--- config.mk ---
export PLATFORM = sky130hd
export DESIGN_NAME = psd_queue
export DESIGN_NICKNAME = d
export VERILOG_FILES = /design/src/psd_pkg.sv /design/src/psd_queue.sv
export SDC_FILE = /design/constraint.sdc
export NUM_CORES = 1
export LEC_CHECK = 0
export ABC_AREA = 1
export BUFFER_PORTS_ARGS = -buffer_cell sky130_fd_sc_hd__buf_2
export CORE_UTILIZATION = 52
export DETAILED_ROUTE_END_ITERATION = 16
export MAX_ROUTING_LAYER = met4
export PLACE_DENSITY_LB_ADDON = 0.15
export SYNTH_ARGS = -nofsm -noshare
export SYNTH_HDL_FRONTEND = slang
export SYNTH_SLANG_ARGS = --single-unit
--- constraint.sdc ---
create_clock -name clk -period 4.98 [get_ports clk]
set_input_delay 0.498 -clock clk [delete_from_list [all_inputs] [get_ports clk]]
set_output_delay 0.498 -clock clk [all_outputs]
set_load 0.005 [all_outputs]
--- src/psd_pkg.sv ---
// shared types and constants for the point to segment distance block
// no dependencies
package psd_pkg;

  localparam int COORD_BITS = 12;
  localparam int FRAC_BITS  = 8;

  localparam int DIFF_W = COORD_BITS + 1;
  localparam int PROD_W = 2 * DIFF_W;
  localparam int SUM_W  = 2 * COORD_BITS + 2;
  localparam int SQ_W   = 2 * COORD_BITS + 1;
  localparam int CR_W   = 2 * COORD_BITS + 1;
  localparam int RAD_W  = SQ_W + 2 * FRAC_BITS;
  localparam int ROOT_W = (RAD_W + 1) / 2;
  localparam int NUM_W  = 2 * CR_W + 2 * FRAC_BITS;
  localparam int REM_W  = SQ_W + 1;

  localparam int DIST_W = 21;
  localparam logic [DIST_W-1:0] DIST_MAX = {DIST_W{1'b1}};

  localparam int MQ_AW    = 2;
  localparam int MQ_DEPTH = 1 << MQ_AW;

  typedef enum logic [1:0] {
    CASE_B     = 2'd0,
    CASE_A     = 2'd1,
    CASE_PERP  = 2'd2,
    CASE_DEGEN = 2'd3
  } kind_t;

  typedef struct packed {
    logic signed [COORD_BITS-1:0] ax;
    logic signed [COORD_BITS-1:0] ay;
    logic signed [COORD_BITS-1:0] bx;
    logic signed [COORD_BITS-1:0] by;
    logic signed [COORD_BITS-1:0] cx;
    logic signed [COORD_BITS-1:0] cy;
  } in_t;

  typedef struct packed {
    logic [DIST_W-1:0] distance;
    logic [1:0]        nearest_case;
  } out_t;

  // classified query handed from front to back
  typedef struct packed {
    kind_t             kind;
    logic [RAD_W-1:0]  rad;
    logic [SQ_W-1:0]   ab2;
    logic [CR_W-1:0]   ucr;
  } mid_t;

endpackage

--- src/psd_queue.sv ---
// short queue of classified queries between front and back
// depends on psd_pkg
module psd_queue (
  input  logic          clk,
  input  logic          rst,
  input  logic          wr,
  input  psd_pkg::mid_t wr_data,
  output logic          full,
  input  logic          rd,
  output psd_pkg::mid_t rd_data,
  output logic          empty
);
  import psd_pkg::*;

  mid_t entries [MQ_DEPTH];
  logic [MQ_AW-1:0] wptr, rptr;
  logic [MQ_AW:0]   count;
  logic do_wr, do_rd;

  assign full  = (count == (MQ_AW+1)'(MQ_DEPTH));
  assign empty = (count == '0);
  assign do_wr = wr && !full;
  assign do_rd = rd && !empty;
  assign rd_data = entries[rptr];

  always_ff @(posedge clk) begin
    if (rst) begin
      wptr  <= '0;
      rptr  <= '0;
      count <= '0;
    end else begin
      if (do_wr) wptr <= wptr + 1'b1;
      if (do_rd) rptr <= rptr + 1'b1;
      count <= count + (MQ_AW+1)'(do_wr) - (MQ_AW+1)'(do_rd);
    end
  end

  always_ff @(posedge clk) begin
    if (do_wr) entries[wptr] <= wr_data;
  end

  a_count_bound: assert property (@(posedge clk) disable iff (rst)
    count <= (MQ_AW+1)'(MQ_DEPTH))
    else $error("queue count above depth");

endmodule

==> impl_metrics.json, run 1 <==
{
  "numCtsBuffers": 39,
  "required_ns": 4.48,
  "crit-reg2reg-launch": "count[1]",
  "seq_power_share_pct": 48.4,
  "total_power_mw": 8.29,
  "clock-root-buffer": "clkbuf_16",
  "cts_post_setup_buffers_inserted": 0,
  "drc": 0,
  "grt_max_degree": 143,
  "initial_core_util_pct": 53.0,
  "synth_area_um2": 14200,
  "cts.path.max_buffers": 3,
  "combPwrFrac_pct": 20.4,
  "crit_path_end": "rd_data[77]",
  "skew_ns": 0.0202,
  "final_common_cell": "edfxtp_1",
  "finalCritPeriodShare_pct": 66.7,
  "antenna_found_initial": 6,
  "p_leak_nw": 5.80,
  "ys.flop_type": "edfxtp_1",
  "post_cts_resized": 0,
  "intPower_mw": 5.94,
  "synth_seq_cells": 381,
  "cp-start-kind": "flip-flop",
  "crit_type": "reg2out",
  "grt_first_pass_wirelength_um": 44200,
  "min_period_ns": 3.32,
  "clk_pin_slew_ns": 0.06,
  "hold_violations": 0,
  "critPathArrivalTime_ns": 2.82,
  "worst_pin_slew_ns": 1.06,
  "endpoint_kind": "output pin",
  "vdd_drop_max_uv": 301,
  "pre_cts_slack_ns": 2.19,
  "drv_cap": 0,
  "dpl_cell_area_um2": 15400,
  "clock.fmax_ghz": 0.301,
  "grt.total_usage_pct": 21.1,
  "die_w_um": 167,
  "place.gp.congestion": 0.735,
  "syn2layout_area_growth_pct": 16.5,
  "core_region_area_um2": 26900,
  "drive_gt1_share_pct": 22.0,
  "drt_first_pass_iters": 5,
  "first_global_vias": 8033,
  "die_area_um2": 28000,
  "synth-edff-count": 372,
  "clk-insertion-delay-late_ns": 0.52,
  "num_io_pins": 192,
  "setup_ws_ns": 1.66,
  "ys.warnings.count": 0,
  "status": "finished, final reports clean",
  "p_per_area_nw_per_um2": 500,
  "pwr-share-clk_pct": 31.2,
  "setup_viol": 0,
  "hold_buffers": 0,
  "drt_iter0_drc": 587,
  "p_sw_share_pct": 28.3,
  "num-fill-cells": 2053,
  "slew_violations": 0,
  "wl_per_cell_um": 18.7,
  "die_h_um": 167,
  "relSlewSlack_pct": 29.2,
  "routed_wirelength_um": 28700,
  "yosys.cell_types.count": 18,
  "cts_num_sinks": 381,
  "regArea_um2": 11400,
  "r2r_slack_ns": 2.72,
  "r2r_end": "entries[2][48]",
  "synthArstFlopShare_pct": 0,
  "layout_common_cells": "edfxtp_1, nor2_1, buf_2",
  "io_buffers": 191,
  "reg2regPathDepth": 5,
  "worst_hold_slack_ns": 0.155,
  "vias_per_cell": 5.50,
  "htree_levels": 2,
  "synth_nets": 1072,
  "hold_path.class": "in2reg",
  "place_hpwl_um": 15100,
  "grt_overflow": 0,
  "multi_input_area_um2": 2480,
  "via_count": 8428,
  "cp_max_fo": 142,
  "nNetsFinal": 1258,
  "drt.antenna.violating_nets": 0,
  "p_sw_mw": 2.34,
  "cts_tree": "yes",
  "avgSynthCellArea_um2": 14.7,
  "rsz0062_at_grt": "false",
  "stdcell_area_um2": 16600,
  "synthCells": 968,
  "num_rows": 60,
  "synth-seq-area-share_pct": 79.8
}
## cell families (layout without fill, tap and decap cells)
| logic type | after synthesis | in the layout | share of synthesized area, % |
|---|---|---|---|
| and+or+nand+nor | 216 | 216 | 5.73 |
| other | 0 | 7 | 0 |
| AOI/OAI and AO/OA | 284 | 284 | 10.8 |
| buffers and inverters | 80 | 296 | 3.04 |
| adders and majority gates | 7 | 7 | 0.668 |
| DFF | 381 | 381 | 79.8 |
## how the worst min path moves through the flow
stage,start,to,slack [ns],depth (start not counted)
2_1_floorplan,rptr[0],flip-flop,0.45,2
3_3_place_gp,rptr[0],rptr[0],0.47,2
3_5_place_dp,rptr[0],rptr[0],0.48,2
4_1_cts,rst,count[1],0.13,2
5_1_grt,rst,count[1],0.15,2
6_report,rst,count[1],0.16,2
## power groups by stage
stage	Sequential, mW	Clock [mW]	Combinational (mW)
4_1_cts	4.01	2.65	1.71
5_1_grt	4.04	2.76	1.89
3_5_place_dp	4.08	0	1.71
6_report	4.01	2.59	1.69
2_1_floorplan	4.08	0	1.05
3_3_place_gp	4.07	0	1.69
## cell type report
| class | instances | area share (%) |
|---|---|---|
| repair buffers | 205 | 6.62 |
| multi-input cells | 507 | 14.9 |
| clock inverters | 19 | 0.626 |
| flip-flops and latches | 381 | 68.5 |
| well taps | 341 | 2.57 |
| inverters | 20 | 0.483 |
| diodes | 7 | 0.106 |
| clock buffers | 52 | 6.18 |
## Yosys cell counts, types with 9 or more instances
library cell | n | area share (%)
buf_6 | 12 | 0.95
nand2_1 | 12 | 0.32
o22ai_1 | 93 | 4.1
buf_2 | 12 | 0.42
clkbuf_1 | 28 | 0.74
edfxtp_1 | 372 | 78
nor2_1 | 200 | 5.3
o21ai_0 | 136 | 4.8
inv_1 | 19 | 0.50
dfxtp_1 | 9 | 1.3
o21ai_1 | 50 | 1.8
## metrics by stage
step	TNS, ns	util (%)	std cells
finish	0	61.7	1532
global route	0	61.7	1531
CTS	0	61.6	1525
detailed placement	0	57.4	1454
global placement	0	57.4	1454
floorplan	-35.00	-	968
## metal layers
layer / share of wire [%] / vias to the layer above / track usage, %
li1: - / 4031 / -
met1: 43 / 4127 / 27.1
met2: 48 / 223 / 33.2
met3: 7.4 / 47 / 5.74
met4: 1.8 / 0 / 5.86
met5: 0 / - / -
## flip-flops by register name (all words and copies together) (netlist names), named ones only
name / flops
entries: 372
rptr: 2
wptr: 2
count: 3
## worst max-delay path, stage by stage (launching register included)
cell     delay [ns]
dfxtp_4        0.43
inv_6          0.78
buf_4          0.56
nor2_1         0.07
o22ai_1        0.23
buf_2          0.15
Note: power is estimated with default switching activity, not from simulation.
==> run 2: changes to the inputs <==
--- a/config.mk
+++ b/config.mk
@@ -5,9 +5,9 @@
 export SDC_FILE = /design/constraint.sdc
 export NUM_CORES = 1
 export LEC_CHECK = 0
-export ABC_AREA = 1
+export ABC_AREA = 0
 export BUFFER_PORTS_ARGS = -buffer_cell sky130_fd_sc_hd__buf_2
-export CORE_UTILIZATION = 52
+export CORE_UTILIZATION = 51
 export DETAILED_ROUTE_END_ITERATION = 16
 export MAX_ROUTING_LAYER = met4
 export PLACE_DENSITY_LB_ADDON = 0.15
==> constraint.sdc (replaced) <==
create_clock -name clk -period 2.9 [get_ports clk]
set_input_delay 0.29 -clock clk [delete_from_list [all_inputs] [get_ports clk]]
set_output_delay 0.29 -clock clk [all_outputs]
set_load 0.005 [all_outputs]
==> run 2 against run 1 <==
Compared with the run above:
- clock power grew 74%
- routed wire length shrank 11%
- synthesized area shrank 2.4%
- cell area grew 5.0%
- via count shrank 22%
- critical path depth shrank 2
- first-iteration DRC count shrank 18%
- combinational power grew 71%
- core utilization grew 3.3 points
- count of clock-buffer cells in the layout grew 1
- sequential power grew 71%
- clock skew shrank 0.0042 ns
- largest power group unchanged
==> impl_metrics.json, run 2 <==
{
  "slew_violations": 0,
  "clk-insertion-delay-late_ns": 0.52,
  "hold_buffers": 93,
  "synthArstFlopShare_pct": 0,
  "grt.total_usage_pct": 19.4,
  "finalCritPeriodShare_pct": 84.8,
  "worst_pin_slew_ns": 0.524,
  "io_buffers": 191,
  "routed_wirelength_um": 25500,
  "vdd_drop_max_uv": 550,
  "drv_cap": 0,
  "hold_path.class": "in2reg",
  "die_h_um": 167,
  "reg.largest.list": "entries (372), count (3)",
  "post_cts_resized": 0,
  "drc": 0,
  "yosys.cell_count.top_type": "edfxtp_1",
  "grt_overflow": 0,
  "min_period_ns": 2.46,
  "synthMuxAreaShare_pct": 15.2,
  "synth_area_um2": 13900,
  "required_ns": 2.61,
  "place.gp.congestion": 0.758,
  "stdcell_count": 1223,
  "grt_first_pass_wirelength_um": 39600,
  "synth_xor_area_share_pct": 0.189,
  "tns_ns": 0,
  "num_io_pins": 192,
  "pre_cts_slack_ns": 0.526,
  "wl_per_cell_um": 20.8,
  "dp_cells": 1060,
  "yosys-top-cells-count": "edfxtp_1, mux4_2, dfxtp_1",
  "first_global_vias": 7137,
  "grt_max_degree": 52,
  "synth_seq_cells": 381,
  "regArea_um2": 11400,
  "cp_max_fo": 25,
  "status": "finished, final reports clean",
  "cp-start-kind": "flip-flop",
  "via_count": 6602,
  "die_w_um": 167,
  "synth_compound_gate_area_share_pct": 0.198,
  "clock-root-buffer": "clkbuf_16",
  "nNetsFinal": 958,
  "clk_pin_slew_ns": 0.06,
  "vias_per_cell": 5.40,
  "synth_top_area_share_pct": 80.5,
  "synth-edff-count": 372,
  "drt_iter0_drc": 481,
  "synth_top_family_by_area": "multiplexers",
  "num-fill-cells": 1790,
  "numCtsBuffers": 40,
  "grt_use_met3_pct": 4.40,
  "cts_num_sinks": 381,
  "cts_post_setup_buffers_inserted": 0,
  "critPathArrivalTime_ns": 2.17,
  "synth_simple_gate_area_share_pct": 0.676,
  "cts_tree": "yes",
  "multi_input_area_um2": 2360,
  "die_area_um2": 27900,
  "rsz0062_at_grt": "false",
  "skew_ns": 0.0160,
  "core_region_area_um2": 26800,
  "setup_ws_ns": 0.440,
  "cts.path.max_buffers": 3,
  "num_rows": 60,
  "ys.flop_type": "edfxtp_1",
  "clock.fmax_ghz": 0.406,
  "final_common_cell": "edfxtp_1",
  "drt.antenna.violating_nets": 0,
  "relSlewSlack_pct": 65.1,
  "fin_util_pct": 65.0,
  "endpoint_kind": "output pin",
  "htree_levels": 2,
  "p_leak_nw": 5.91,
  "crit_type": "reg2out",
  "synth_nets": 640,
  "place_hpwl_um": 14800,
  "total_power_mw": 14.2,
  "n_antenna_cell": 0,
  "p_per_area_nw_per_um2": 817,
  "drive_gt1_share_pct": 39.6,
  "synthAdderAreaFrac_pct": 0.685,
  "largest_register_ffs": 372,
  "drt_first_pass_iters": 4,
  "synthCells": 536,
  "synth-seq-area-share_pct": 81.8,
  "yosys.cell_types.count": 24,
  "met2_usage_pct": 32.2,
  "antenna_found_initial": 0,
  "syn2layout_area_growth_pct": 25.5,
  "synth_area_leaders": "edfxtp_1, mux4_2, dfxtp_1",
  "grtUsageMet1_pct": 24.4,
  "initial_core_util_pct": 51.8,
  "hold_violations": 0,
  "top_register": "entries",
  "layout_common_cells": "edfxtp_1, buf_2, mux4_2, dlygate4sd3_1, clkbuf_16",
  "ys.warnings.count": 0,
  "synth_area_leader_cell": "edfxtp_1",
  "busiest_layer": "met2",
  "avgSynthCellArea_um2": 25.9,
  "setup_viol": 0
}
run 2: changes by cell type after synthesis, moves of 3 or more:
cell,before,now
nor2_1,200,4
o21ai_0,136,2
mux4_2,0,93
o22ai_1,93,0
o21ai_1,50,0
clkbuf_1,28,3
inv_1,19,8
nand2_1,12,1
and2_1,0,4
buf_2,12,8
buf_4,6,2
buf_6,12,8
nand3_1,4,0
a21oi_1,5,2
run 2: logic make-up (layout without fill, tap and decap cells):
family | Yosys count | after routing
buffers and inverters | 29 | 375
multiplexers | 94 | 94
flip-flops | 381 | 381
AND/OR/NAND/NOR | 17 | 17
AO/OA/AOI/OAI | 5 | 5
adder cells (fa/ha/maj) | 7 | 7
XOR/XNOR | 3 | 3
run 2: worst paths after layout:
kind	slack (ns)	endpoint	from	depth (start not counted)
min	0.04	wptr[0]	rst	2
min reg2reg	0.50	flip-flop	rptr[1]	2
max	0.44	rd_data[51]	flip-flop	3
max reg2reg	0.51	count[2]	count[1]	10
run 2: critical path, stage by stage, from the launching register on:
cell	delay, ns
dfxtp_4	0.65
buf_12	0.30
mux4_2	0.55
buf_2	0.15
run 2: routing by layer:
| metal | vias to the layer above | share of wire [%] |
|---|---|---|
| met5 | - | 0 |
| met4 | 0 | 1.6 |
| met3 | 37 | 5.8 |
| met2 | 178 | 51 |
| met1 | 3455 | 42 |
| li1 | 2932 | - |
run 2: where the power goes:
part           total, mW  internal, mW  switching [mW]
Combinational       2.89          1.59            1.31
Sequential          6.84          6.62           0.229
Clock               4.50          2.59            1.91
run 2: metrics by stage:
step | area [µm²] | hold slack [ns]
final | 17400 | 0.0387
after global routing | 17400 | 0.0362
after CTS | 17400 | 0.0189
after detailed placement | 15300 | 0.502
after global placement | 15300 | 0.462
after floorplan | 13900 | 0.389
run 2: cell type report:
| type | count | area share, % |
|---|---|---|
| Sequential cell | 381 | 65.2 |
| Multi-Input combinational cell | 126 | 13.5 |
| Tap cell | 341 | 2.45 |
| Clock buffer | 53 | 6.15 |
| Clock inverter | 17 | 0.460 |
| Timing Repair Buffer | 297 | 12.0 |
| Inverter | 8 | 0.172 |
